===== src/design/cbrb_pkg.sv =====
// Shared types and constants for the clipped bitmap row blit.
// Used by every module of the block; depends on nothing.
`timescale 1ns / 1ps
package cbrb_pkg;

  localparam int X_W       = 12;
  localparam int Y_W       = 12;
  localparam int RIDX_W    = 8;
  localparam int HGT_W     = 9;
  localparam int BITS_W    = 32;
  localparam int ADDR_W    = 17;
  localparam int DIM_W     = 12;
  localparam int MODE_W    = 2;
  localparam int CFG_IDX_W = 2;

  localparam int MAX_SPRITE_ROWS   = 256;
  localparam int MAX_SCREEN_PIXELS = 2048;

  localparam logic [DIM_W-1:0]  RST_FB_WIDTH  = 12'd640;
  localparam logic [DIM_W-1:0]  RST_FB_HEIGHT = 12'd400;

  typedef enum logic [CFG_IDX_W-1:0] {
    CFG_WORD_MODE = 2'd0,
    CFG_FB_WIDTH  = 2'd1,
    CFG_FB_HEIGHT = 2'd2
  } cfg_idx_t;

  typedef enum logic [MODE_W-1:0] {
    WMODE_8  = 2'd0,
    WMODE_16 = 2'd1,
    WMODE_32 = 2'd2
  } wmode_t;

  typedef struct packed {
    logic [MODE_W-1:0] word_mode;
    logic [DIM_W-1:0]  fb_width;
    logic [DIM_W-1:0]  fb_height;
  } cfg_t;

  // Writes caused by the row held in the input register.
  typedef struct packed {
    logic              busy;
    logic [1:0]        n_wr;
    logic [ADDR_W-1:0] addr0;
    logic [BITS_W-1:0] data0;
    logic [ADDR_W-1:0] addr1;
    logic [BITS_W-1:0] data1;
  } plan_t;

endpackage


===== src/design/cbrb_cfg.sv =====
// Configuration registers of the bitmap row blit.
// Depends on cbrb_pkg.
`timescale 1ns / 1ps
module cbrb_cfg (
  input  logic                          clk,
  input  logic                          rst_n,
  input  logic                          cfg_valid,
  output logic                          cfg_ready,
  input  logic [cbrb_pkg::CFG_IDX_W-1:0] cfg_index,
  input  logic [cbrb_pkg::DIM_W-1:0]    cfg_data,
  output cbrb_pkg::cfg_t                cfg
);
  import cbrb_pkg::*;

  cfg_t cfg_r;
  cfg_t cfg_nxt;

  assign cfg_ready = 1'b1;
  assign cfg       = cfg_r;

  always_comb begin
    cfg_nxt = cfg_r;
    if (cfg_valid) begin
      case (cfg_index)
        CFG_WORD_MODE: cfg_nxt.word_mode = cfg_data[MODE_W-1:0];
        CFG_FB_WIDTH:  cfg_nxt.fb_width  = cfg_data;
        CFG_FB_HEIGHT: cfg_nxt.fb_height = cfg_data;
        default:       cfg_nxt = cfg_r;
      endcase
    end
  end

  always_ff @(posedge clk) begin
    if (!rst_n) begin
      cfg_r.word_mode <= WMODE_8;
      cfg_r.fb_width  <= RST_FB_WIDTH;
      cfg_r.fb_height <= RST_FB_HEIGHT;
    end else begin
      cfg_r <= cfg_nxt;
    end
  end

endmodule


===== src/design/cbrb_calc.sv =====
// Input register and the clipping, address and shift logic behind it.
// Depends on cbrb_pkg.
`timescale 1ns / 1ps
module cbrb_calc (
  input  logic                        clk,
  input  logic                        rst_n,
  input  cbrb_pkg::cfg_t              cfg,
  input  logic                        in_valid,
  output logic                        in_stall,
  input  logic [cbrb_pkg::X_W-1:0]    in_sprite_x,
  input  logic [cbrb_pkg::Y_W-1:0]    in_sprite_y,
  input  logic [cbrb_pkg::RIDX_W-1:0] in_row_index,
  input  logic [cbrb_pkg::HGT_W-1:0]  in_sprite_height,
  input  logic [cbrb_pkg::BITS_W-1:0] in_row_bits,
  input  logic                        advance,
  output cbrb_pkg::plan_t             plan
);
  import cbrb_pkg::*;

  logic              s1_valid_r, s1_valid_nxt;
  logic [X_W-1:0]    x_r;
  logic [Y_W-1:0]    y_r;
  logic [RIDX_W-1:0] ridx_r;
  logic [HGT_W-1:0]  hgt_r;
  logic [BITS_W-1:0] bits_r;
  logic              in_fire;

  logic [2:0]        wshift;
  logic [5:0]        wbits;
  logic [BITS_W-1:0] wmask;
  logic [BITS_W-1:0] bits;
  logic [DIM_W-1:0]  width;
  logic [DIM_W-1:0]  sheight;
  logic [HGT_W-1:0]  hclamp;
  logic signed [Y_W:0] line;
  logic signed [X_W:0] x_ext;
  logic signed [X_W:0] neg_w;
  logic              row_ok;
  logic              col_ok;
  logic [8:0]        per_line;
  logic [19:0]       prod;
  logic [X_W-1:0]    neg_x;
  logic [X_W-2:0]    col;
  logic [4:0]        s;
  logic [5:0]        rshift;
  logic [ADDR_W-1:0] base;

  assign in_stall = s1_valid_r && !advance;
  assign in_fire  = in_valid && !in_stall;

  always_comb begin
    s1_valid_nxt = s1_valid_r;
    if (in_fire) begin
      s1_valid_nxt = 1'b1;
    end else if (advance) begin
      s1_valid_nxt = 1'b0;
    end
  end

  always_ff @(posedge clk) begin
    if (!rst_n) begin
      s1_valid_r <= 1'b0;
    end else begin
      s1_valid_r <= s1_valid_nxt;
    end
  end

  // Payload needs no reset.
  always_ff @(posedge clk) begin
    if (in_fire) begin
      x_r    <= in_sprite_x;
      y_r    <= in_sprite_y;
      ridx_r <= in_row_index;
      hgt_r  <= in_sprite_height;
      bits_r <= in_row_bits;
    end
  end

  always_comb begin
    case (cfg.word_mode)
      WMODE_8:  wshift = 3'd3;
      WMODE_16: wshift = 3'd4;
      default:  wshift = 3'd5;
    endcase
    wbits = 6'd1 << wshift;
    wmask = (wshift == 3'd5) ? {BITS_W{1'b1}} : ((BITS_W'(1) << wbits) - BITS_W'(1));
    bits  = bits_r & wmask;

    width = {cfg.fb_width[DIM_W-1:5], 5'b0};
    if (width > DIM_W'(MAX_SCREEN_PIXELS)) begin
      width = DIM_W'(MAX_SCREEN_PIXELS);
    end
    sheight = cfg.fb_height;
    if (sheight > DIM_W'(MAX_SCREEN_PIXELS)) begin
      sheight = DIM_W'(MAX_SCREEN_PIXELS);
    end
    hclamp = hgt_r;
    if (hclamp > HGT_W'(MAX_SPRITE_ROWS)) begin
      hclamp = HGT_W'(MAX_SPRITE_ROWS);
    end

    line   = $signed({y_r[Y_W-1], y_r}) + $signed({5'b0, ridx_r});
    row_ok = ({1'b0, ridx_r} < hclamp) && !line[Y_W]
             && (line[Y_W-1:0] < sheight);

    x_ext  = $signed({x_r[X_W-1], x_r});
    neg_w  = $signed(13'd0) - $signed({7'b0, wbits});
    col_ok = (x_ext > neg_w) && !(!x_r[X_W-1] && (x_r >= width));

    per_line = 9'(width >> wshift);
    prod     = 20'(line[10:0] * per_line);
    neg_x    = X_W'(0) - x_r;
    col      = x_r[X_W-2:0] >> wshift;
    s        = x_r[4:0] & 5'(wbits - 6'd1);
    rshift   = wbits - {1'b0, s};
    base     = ADDR_W'(prod) + ADDR_W'(col);

    plan.busy  = s1_valid_r;
    plan.n_wr  = 2'd0;
    plan.addr0 = base;
    plan.data0 = bits >> s;
    plan.addr1 = base + ADDR_W'(1);
    plan.data1 = (bits << rshift) & wmask;
    if (s1_valid_r && row_ok && col_ok) begin
      if (x_r[X_W-1]) begin
        // Clipped on the left: shift into word 0 of the line.
        plan.n_wr  = 2'd1;
        plan.addr0 = ADDR_W'(prod);
        plan.data0 = (bits << neg_x[4:0]) & wmask;
      end else if ((s != 5'd0) && ({1'b0, col} + 12'd1 < {3'b0, per_line})) begin
        plan.n_wr = 2'd2;
      end else begin
        plan.n_wr = 2'd1;
      end
    end
  end

endmodule


===== src/design/cbrb_out.sv =====
// Result register with one pending slot for the second word of a split row.
// Depends on cbrb_pkg.
`timescale 1ns / 1ps
module cbrb_out (
  input  logic                        clk,
  input  logic                        rst_n,
  input  cbrb_pkg::plan_t             plan,
  output logic                        advance,
  output logic                        out_valid,
  input  logic                        out_stall,
  output logic [cbrb_pkg::ADDR_W-1:0] out_word_address,
  output logic [cbrb_pkg::BITS_W-1:0] out_or_data,
  output logic                        out_last_write
);
  import cbrb_pkg::*;

  logic              o_valid_r, o_valid_nxt;
  logic              p_valid_r, p_valid_nxt;
  logic [ADDR_W-1:0] o_addr_r, o_addr_nxt, p_addr_r, p_addr_nxt;
  logic [BITS_W-1:0] o_data_r, o_data_nxt, p_data_r, p_data_nxt;
  logic              o_last_r, o_last_nxt;
  logic              out_fire;
  logic              room;
  logic              load;

  assign out_fire = o_valid_r && !out_stall;
  assign room     = !o_valid_r || (out_fire && !p_valid_r);
  // A row that writes nothing may always leave.
  assign advance  = plan.busy && ((plan.n_wr == 2'd0) || room);
  assign load     = advance && (plan.n_wr != 2'd0);

  always_comb begin
    o_valid_nxt = o_valid_r;
    p_valid_nxt = p_valid_r;
    o_addr_nxt  = o_addr_r;
    o_data_nxt  = o_data_r;
    o_last_nxt  = o_last_r;
    p_addr_nxt  = p_addr_r;
    p_data_nxt  = p_data_r;
    if (out_fire && p_valid_r) begin
      o_valid_nxt = 1'b1;
      o_addr_nxt  = p_addr_r;
      o_data_nxt  = p_data_r;
      o_last_nxt  = 1'b1;
      p_valid_nxt = 1'b0;
    end else if (load) begin
      o_valid_nxt = 1'b1;
      o_addr_nxt  = plan.addr0;
      o_data_nxt  = plan.data0;
      o_last_nxt  = (plan.n_wr == 2'd1);
      p_valid_nxt = (plan.n_wr == 2'd2);
      p_addr_nxt  = plan.addr1;
      p_data_nxt  = plan.data1;
    end else if (out_fire) begin
      o_valid_nxt = 1'b0;
    end
  end

  always_ff @(posedge clk) begin
    if (!rst_n) begin
      o_valid_r <= 1'b0;
      p_valid_r <= 1'b0;
    end else begin
      o_valid_r <= o_valid_nxt;
      p_valid_r <= p_valid_nxt;
    end
  end

  always_ff @(posedge clk) begin
    o_addr_r <= o_addr_nxt;
    o_data_r <= o_data_nxt;
    o_last_r <= o_last_nxt;
    p_addr_r <= p_addr_nxt;
    p_data_r <= p_data_nxt;
  end

  assign out_valid        = o_valid_r;
  assign out_word_address = o_addr_r;
  assign out_or_data      = o_data_r;
  assign out_last_write   = o_last_r;

endmodule


===== src/design/clipped_bitmap_row_or_blit.sv =====
// Top level of the clipped monochrome bitmap row blit.
// Depends on cbrb_pkg, cbrb_cfg, cbrb_calc and cbrb_out.
//
// Usage:
//   Input channel (in_valid / in_stall): one beat is one sprite row with its
//   position, row number, sprite height and pixel bits.
//   Output channel (out_valid / out_stall): one beat is one framebuffer
//   OR-write; out_last_write marks the final write of a row. A row gives
//   zero, one or two writes.
//   Config channel (cfg_valid / cfg_ready): cfg_ready is always high; write
//   word mode, screen width and height only while the block is idle.
// Path: a row accepted into the input register has its first write loaded
//   into the result register when there is room, which drives the output port.
// Throughput: one row per cycle for rows giving zero or one write while out_stall
//   is low; a row split over two words holds the single port for both writes.
// Reset (synchronous, rst_n low): empties the input and result registers and
//   loads 8-bit words, width 640 and height 400.
// Output stall: the write on the port holds; the input register keeps taking
//   rows until it holds one that cannot move on, then in_stall rises.
`timescale 1ns / 1ps
module clipped_bitmap_row_or_blit (
  input  logic                           clk,
  input  logic                           rst_n,
  input  logic                           cfg_valid,
  output logic                           cfg_ready,
  input  logic [cbrb_pkg::CFG_IDX_W-1:0] cfg_index,
  input  logic [cbrb_pkg::DIM_W-1:0]     cfg_data,
  input  logic                           in_valid,
  output logic                           in_stall,
  input  logic [cbrb_pkg::X_W-1:0]       in_sprite_x,
  input  logic [cbrb_pkg::Y_W-1:0]       in_sprite_y,
  input  logic [cbrb_pkg::RIDX_W-1:0]    in_row_index,
  input  logic [cbrb_pkg::HGT_W-1:0]     in_sprite_height,
  input  logic [cbrb_pkg::BITS_W-1:0]    in_row_bits,
  output logic                           out_valid,
  input  logic                           out_stall,
  output logic [cbrb_pkg::ADDR_W-1:0]    out_word_address,
  output logic [cbrb_pkg::BITS_W-1:0]    out_or_data,
  output logic                           out_last_write
);
  import cbrb_pkg::*;

  cfg_t  cfg;
  plan_t plan;
  logic  advance;

  cbrb_cfg u_cfg (
    .clk       (clk),
    .rst_n     (rst_n),
    .cfg_valid (cfg_valid),
    .cfg_ready (cfg_ready),
    .cfg_index (cfg_index),
    .cfg_data  (cfg_data),
    .cfg       (cfg)
  );

  cbrb_calc u_calc (
    .clk              (clk),
    .rst_n            (rst_n),
    .cfg              (cfg),
    .in_valid         (in_valid),
    .in_stall         (in_stall),
    .in_sprite_x      (in_sprite_x),
    .in_sprite_y      (in_sprite_y),
    .in_row_index     (in_row_index),
    .in_sprite_height (in_sprite_height),
    .in_row_bits      (in_row_bits),
    .advance          (advance),
    .plan             (plan)
  );

  cbrb_out u_out (
    .clk              (clk),
    .rst_n            (rst_n),
    .plan             (plan),
    .advance          (advance),
    .out_valid        (out_valid),
    .out_stall        (out_stall),
    .out_word_address (out_word_address),
    .out_or_data      (out_or_data),
    .out_last_write   (out_last_write)
  );

endmodule


===== config.mk =====
export PLATFORM = sky130hd
export DESIGN_NAME = clipped_bitmap_row_or_blit
export DESIGN_NICKNAME = d
export VERILOG_FILES = /design/src/design/cbrb_pkg.sv /design/src/design/cbrb_cfg.sv /design/src/design/cbrb_calc.sv /design/src/design/cbrb_out.sv /design/src/design/clipped_bitmap_row_or_blit.sv
export SDC_FILE = /design/constraint.sdc
export NUM_CORES = 1
export LEC_CHECK = 0
export BUFFER_PORTS_ARGS = -buffer_cell sky130_fd_sc_hd__buf_2
export CELL_PAD_IN_SITES_DETAIL_PLACEMENT = 1
export CELL_PAD_IN_SITES_GLOBAL_PLACEMENT = 2
export CORE_MARGIN = 4
export CORE_UTILIZATION = 25
export DETAILED_ROUTE_END_ITERATION = 8
export HOLD_SLACK_MARGIN = 0.08
export PLACE_DENSITY = 0.65
export SLEW_MARGIN = 20
export SYNTH_ARGS = -nofsm -noshare
export SYNTH_HDL_FRONTEND = slang
export SYNTH_SLANG_ARGS = --single-unit

===== constraint.sdc =====
create_clock -name clk -period 8.9 [get_ports clk]
set_input_delay 1.335 -clock clk [delete_from_list [all_inputs] [get_ports clk]]
set_output_delay 1.335 -clock clk [all_outputs]
set_load 0.02 [all_outputs]

-- After elaboration in Yosys (flattened, before gate mapping)
Index checks and enable logic that the tools add are counted.
- order comparisons: 8
- equality and inequality tests: 6
- add/subtract/negate cells: 9
- reduce and logical (&&, ||, !) cells: 37
- bitwise logic cells: 6
- shifts and indexed selects: 7
- mux-type cells: 18
- div/mod/pow operators: 0
- $mul: 1
- operators by type and width (cell ; count):
    $and A32 B32 Y32 ; 3
    $mux W32 ; 3
    $mux W51 ; 1
    $mux W49 ; 1
    $mux W17 ; 2
    $shl A1 B6 Y32 const A ; 1
    $shl A32 B5 Y32 ; 1
    $shl A32 B6 Y32 ; 1
    $shr A32 B5 Y32 ; 1
    $sub A32 B1 Y32 const B ; 1
    $gt A12 B12 Y1 const B ; 2
    $mux W12 ; 2
    $add A17 B1 Y17 const B ; 1
    $add A17 B11 Y17 ; 1
    $mul A11 B9 Y17 ; 1
    $logic_and A1 B1 Y1 ; 14
    $add A12 B9 Y13 ; 1
    $add A11 B1 Y12 const B ; 1
    $ge A12 B12 Y1 ; 1
    $gt A12 B7 Y1 ; 1
    $lt A12 B12 Y1 ; 1
    $lt A12 B9 Y1 ; 1
    $shr A12 B3 Y9 ; 1
    $shr A11 B3 Y11 ; 1
    other kinds (24) ; 48
- input bits: 92
- memory bits (writable): 0
- bits in read-only memories: 0
- register bits after elaboration: 201
- memories kept: 0
- latch bits: 0
- output and inout bits: 53
- word-level logic and storage cells: 108

-- Logic depth before layout (Yosys ltp)
- depth in word-level cells: 19
- mapped depth: 33
- depth with buffers taken out: 31

-- Cells and area by module
Synthesis repeated with hierarchy kept, for this count alone.
- cells, all modules: 1921
- area, all modules: 17780.8 µm²
- by module, submodules not included (module ; sequential area each (µm²) ; cells an instance ; area an instance (µm²) ; instances):
    cbrb_calc ; 2212.1 ; 1645 ; 13057.5 ; 1
    cbrb_out ; 3002.9 ; 169 ; 3674.8 ; 1
    cbrb_cfg ; 520.5 ; 107 ; 1048.5 ; 1

-- Worst setup path before layout
Ideal clock, no wire load.
- path type: reg2reg
- start: register u_cfg.cfg_r (netlist bit u_cfg.cfg[25])
- end: register u_out.p_addr_r[16] (data pin)
- clock period less this slack: 7.579 ns
- data arrival time: 7.315 ns
- setup time: 0.265 ns
- buffers on the path: 7
- cell stages (with the launch flop): 31
- required time: 8.635 ns
- setup slack: 1.321 ns
- cell sequence: dfxtp_1 clkbuf_1 clkbuf_1 buf_1 buf_2 buf_1 nand2_1 o21ai_0 clkbuf_1 nor2_1 fa_1 fa_1 inv_1 fa_1 fa_1 inv_1 ha_1 o21a_1 o31a_1 o21ai_1 nor2b_1 xnor2_1 ha_1 clkbuf_1 o2111ai_1 a211oi_1 a2111oi_4 xor2_1 a2111oi_2 o211ai_1 xor2_1
- RTL lines (item ; RTL line ; text):
    start: declaration ; cbrb_cfg.sv:15 ; cfg_t cfg_r;
    start signal: assignment ; cbrb_cfg.sv:39 ; cfg_r <= cfg_nxt;
    end signal: assignment ; cbrb_out.sv:73 ; p_addr_r <= p_addr_nxt;
    end: declaration ; cbrb_out.sv:19 ; logic [ADDR_W-1:0] o_addr_r, o_addr_nxt, p_addr_r, p_addr_nxt;

==> results <==
- The final weighted congestion in routability-driven placement is 0.889.
- The worst IR drop on VDD is 0.154 mV.
- The class of the worst hold path is reg2reg.
- The overall power consumption is 0.00509 W.
- The first detailed-routing pass ran for 5 iterations.
- In the final design database the tool counted 2224 nets.
- The mean instance size in the synthesized netlist is 9.06 um^2.
- The die boundary height is 268 um.
- The largest single stage delay on the critical path is 0.53 ns.
- Across the run, the number of max-cap violations was 0.
- Timing analysis after detailed placement gives a worst setup slack of 0.650 ns.
- The most common cell after layout, fill and taps aside is sky130_fd_sc_hd__nor2_1.
- In this run the remaining antenna-violating nets after routing total 0.
- Global routing finished with a remaining overflow of 0.
- The headroom to the max-slew limit is 29.4%.
- The arrival time at the worst endpoint is 8.45 ns.
- The worst-case hold slack is 0.473 ns.
- The final setup slack of the worst path is 0.701 ns.
- For this run, the leading register cell type out of synthesis is sky130_fd_sc_hd__edfxtp_1.
- The synthesized netlist contains 79 unique library cells.
- The hold buffer count at cts is 0.
- The startpoint of the worst register-to-register path is u_calc.ridx_r[0].
- Setup violations remaining at the end of the flow were counted as 0.
- After detailed routing, the average wire length per cell comes to 21.5 um.
- In this design, the critical path's most frequently occurring cell is sky130_fd_sc_hd__fa_1.
- The total area inside the core boundary comes to 67200 um^2.
- Summed over all cells, the static leakage comes to 7.81 nW.
- The cell count after synthesis came out at 1870.
- The run finished with clean final reports.
- The startpoint type of the worst setup path is a flip-flop.
- For this run, the share of the core covered by cells in the final layout is 28.9%.
- The final layout contains routed wiring with a total length of 61400 um.
- The detailed router's first-iteration violation count is 874.
- In the layout the commonest cells are 222 x sky130_fd_sc_hd__nor2_1, 218 x sky130_fd_sc_hd__nand2_1, 171 x sky130_fd_sc_hd__edfxtp_1.
- The beginning of the critical path is u_calc.ridx_r[0].
- Setup repair after global routing left no endpoint under its margin.
- The residual DRC count is 0.
- The count of buffers from port buffering is 143.
- Summing every instance area after synthesis gives 16900 um^2.
- No sink is reached through more buffers than the 2 on the longest clock path.
- The detail-routed via count per cell is 4.98.
- Across every metal layer, demand over resource in global routing totals 17.1%.
- The count of boundary I/O pins is 145.
- The endpoint of the worst register-to-register path is u_out.p_addr_r[16].
- For this design, the slowest cell found on the critical path is sky130_fd_sc_hd__fa_1.
- The initial antenna violation count was 5.
- The CTS tree is yes.
- The critical path is of the reg2reg type.
- The cell chosen for the clock root is sky130_fd_sc_hd__clkbuf_16.
- Derived from the worst setup path, the maximum achievable clock frequency is 122 MHz.
- The sort of element at the end of the critical path is a flip-flop.
- Counting flops with a built-in enable in the synthesized netlist gives 171.
- The register-to-register setup slack is 0.70 ns.
- The number of buffers added by the clock tree synthesis step is 17.
- The share of layout cells above drive strength 1 is 14.5%.
- The number of rows created at floorplan is 95.
- The number of flip-flops and latches in the synthesized netlist is 196.
- The width of the die is 268 um.
- The shortest period the worst path allows is 8.20 ns.
- The share of the clock period used by the worst path is 92.1%.
- The layout has 7790 filler cells.
- Once detailed placement completed, the half-perimeter wirelength came to 48500 um.
- The global-route wire length before repair is 93600 um.
- The largest total area in the synthesized netlist belongs to sky130_fd_sc_hd__edfxtp_1.
- The area fraction of the dominant cell type after synthesis is 30.3%.
- The number of global-route vias before repair is 14600.
- The TritonCTS sink count is 196.
- The critical path ends at u_out.p_addr_r[16].
- The clock reaches the later pin of the worst-skew pair after 0.51 ns.
- The number of cells on the worst reg-to-reg path is 29.
- The count of H-tree levels built during CTS is 4.
- Of all nets on the critical path, the largest fanout is 9.
- For the pin with the worst max-slew slack, the measured transition is 1.05 ns.
- For the worst setup path, the data required time is 9.16 ns.
- For this run, asynchronously set or reset flops after synthesis account for 0%.
- The count of synthesis-stage warnings from yosys is 0.
- The power per unit of standard cell area is 262 nW/um^2.
- Entering global routing, the biggest net connects 74 pins.
- For this configuration, the core starts out at a cell density of 25.2%.
- Of the synthesized area, sequential elements account for 33.2%.
- The count of final max-slew check failures is 0.
- Summing all multi-input logic gate instances after layout gives 10500 um^2.
- The die covers 72000 um^2.
- The routed layout has 14300 vias.
- The clock edge transition at the registers on the reported setup and hold paths is 0.09 ns.
- The sum of negative setup slack is 0 ns.
- The signed area change from the synthesized netlist to the final layout is 14.4%.
- Sorting the synthesized cells by area gives the leading types as sky130_fd_sc_hd__edfxtp_1 30%, sky130_fd_sc_hd__fa_1 7.6%, sky130_fd_sc_hd__ha_1 7.1%, sky130_fd_sc_hd__nor2_1 4.9%, sky130_fd_sc_hd__nand2_1 4.8%.
- The number of hold violations in the final report is 0.
- The storage element area is 5640 um^2.
- The worst clock skew is 0.0234 ns.
==> cell usage after synthesis (5+ instances only) <==
| library cell | count |
|---|---|
| sky130_fd_sc_hd__a21o_1 | 20 |
| sky130_fd_sc_hd__mux2i_1 | 81 |
| sky130_fd_sc_hd__a221oi_1 | 5 |
| sky130_fd_sc_hd__ha_1 | 96 |
| sky130_fd_sc_hd__dfxtp_1 | 25 |
| sky130_fd_sc_hd__clkbuf_1 | 74 |
| sky130_fd_sc_hd__edfxtp_1 | 171 |
| sky130_fd_sc_hd__or2_2 | 8 |
| sky130_fd_sc_hd__xnor2_1 | 47 |
| sky130_fd_sc_hd__o22ai_1 | 12 |
| sky130_fd_sc_hd__nand3_1 | 53 |
| sky130_fd_sc_hd__a211oi_1 | 29 |
| sky130_fd_sc_hd__a21oi_1 | 131 |
| sky130_fd_sc_hd__o21ai_0 | 90 |
| sky130_fd_sc_hd__buf_2 | 16 |
| sky130_fd_sc_hd__nor2_1 | 223 |
| sky130_fd_sc_hd__o21ai_1 | 5 |
| sky130_fd_sc_hd__o311ai_0 | 5 |
| sky130_fd_sc_hd__mux4_2 | 29 |
| sky130_fd_sc_hd__a22oi_1 | 5 |
| sky130_fd_sc_hd__o211ai_1 | 27 |
| sky130_fd_sc_hd__fa_1 | 64 |
| sky130_fd_sc_hd__nor3_1 | 43 |
| sky130_fd_sc_hd__a21boi_0 | 12 |
| sky130_fd_sc_hd__and2_1 | 13 |
| sky130_fd_sc_hd__buf_1 | 11 |
| sky130_fd_sc_hd__o221ai_1 | 8 |
| sky130_fd_sc_hd__clkinv_1 | 5 |
| sky130_fd_sc_hd__nand2_1 | 218 |
| sky130_fd_sc_hd__o21a_1 | 16 |
| sky130_fd_sc_hd__nand4_1 | 14 |
| sky130_fd_sc_hd__nor2b_1 | 25 |
| sky130_fd_sc_hd__a31oi_1 | 14 |
| sky130_fd_sc_hd__nand2b_1 | 23 |
| sky130_fd_sc_hd__xor2_1 | 24 |
| sky130_fd_sc_hd__a2bb2oi_1 | 7 |
| sky130_fd_sc_hd__inv_1 | 126 |
| sky130_fd_sc_hd__and3_1 | 12 |
| sky130_fd_sc_hd__mux2_2 | 12 |
==> final cells by class <==
class	count	area share (%)
clock inverters	14	1.14
repair buffers	179	5.08
diodes	1	0.0129
clock buffers	18	2.21
inverters	132	2.56
well taps	873	5.63
flip-flops and latches	196	29.1
multi-input cells	1446	54.3
==> report_power, final <==
| group | total [W] | switching, W | internal [W] |
|---|---|---|---|
| registers | 0.00123 | 0.0000433 | 0.00118 |
| clock network | 0.000882 | 0.000447 | 0.000435 |
| logic | 0.00298 | 0.00180 | 0.00118 |
==> flip-flops by register name, indices dropped and copies added (netlist names) <==
register                flops
u_calc.bits_r              32
u_out.out_or_data          32
u_out.p_data_r             32
u_cfg.cfg                  21
u_out.out_word_address     17
u_out.p_addr_r             17
u_calc.x_r                 12
u_calc.y_r                 12
u_calc.hgt_r                9
u_calc.ridx_r               8
u_calc.s1_valid_r           1
u_out.out_last_write        1
u_out.out_valid             1
u_out.p_valid_r             1
==> timing repair <==
action,CTS,global route
buffers inserted,0,0
resized for setup,0,1
setup endpoints to repair,0,2
==> worst max-delay path: cells and delay by family, from the launching register on <==
family	cells	cell delay [ns]
AND/OR/NAND/NOR	4	0.80
AO/OA/AOI/OAI	11	2.62
flip-flops	1	0.40
XOR/XNOR	3	0.53
buffers and inverters	3	0.16
adder cells (fa/ha/maj)	8	3.45
==> routing by layer <==
layer  up-vias  GRT usage [%]  share of wire, %
met5         -              0             0.054
met4         6           3.31               1.0
met3        38           2.78               4.2
met2       263           26.1                44
met1      7096           25.6                50
li1       6849              -                 -
==> stage by stage <==
| step | cell area (um^2) | std cells |
|---|---|---|
| after floorplan | 17000 | 1878 |
| after global placement | 18700 | 2826 |
| after detailed placement | 18700 | 2826 |
| after CTS | 19400 | 2858 |
| after global routing | 19400 | 2858 |
| final | 19400 | 2859 |
==> logic make-up (layout without fill, tap and decap cells) <==
group                      Yosys count  in the layout  share of synthesized area [%]
and+or+nand+nor                    651            651                           17.1
DFF                                196            196                           33.2
AOI/OAI and AO/OA                  431            431                           16.3
adders and majority gates          160            160                           14.6
other                                2             11                         0.0443
buffers and inverters              236            343                           5.43
xor gates and xnor gates            72             72                           3.80
muxes                              122            122                           9.43
==> how the worst min path moves through the flow <==
stage / start / to / slack, ns / depth (start not counted)
after floorplan: u_cfg.cfg[0] / u_cfg.cfg[0] / 0.44 / 2
after global placement: u_cfg.cfg[0] / u_cfg.cfg[0] / 0.45 / 2
after detailed placement: u_cfg.cfg[10] / u_cfg.cfg[10] / 0.47 / 2
after CTS: u_cfg.cfg[0] / u_cfg.cfg[0] / 0.48 / 2
after global routing: u_cfg.cfg[0] / u_cfg.cfg[0] / 0.51 / 2
final: u_cfg.cfg[0] / u_cfg.cfg[0] / 0.47 / 2
(Power assumes the default switching activity.)
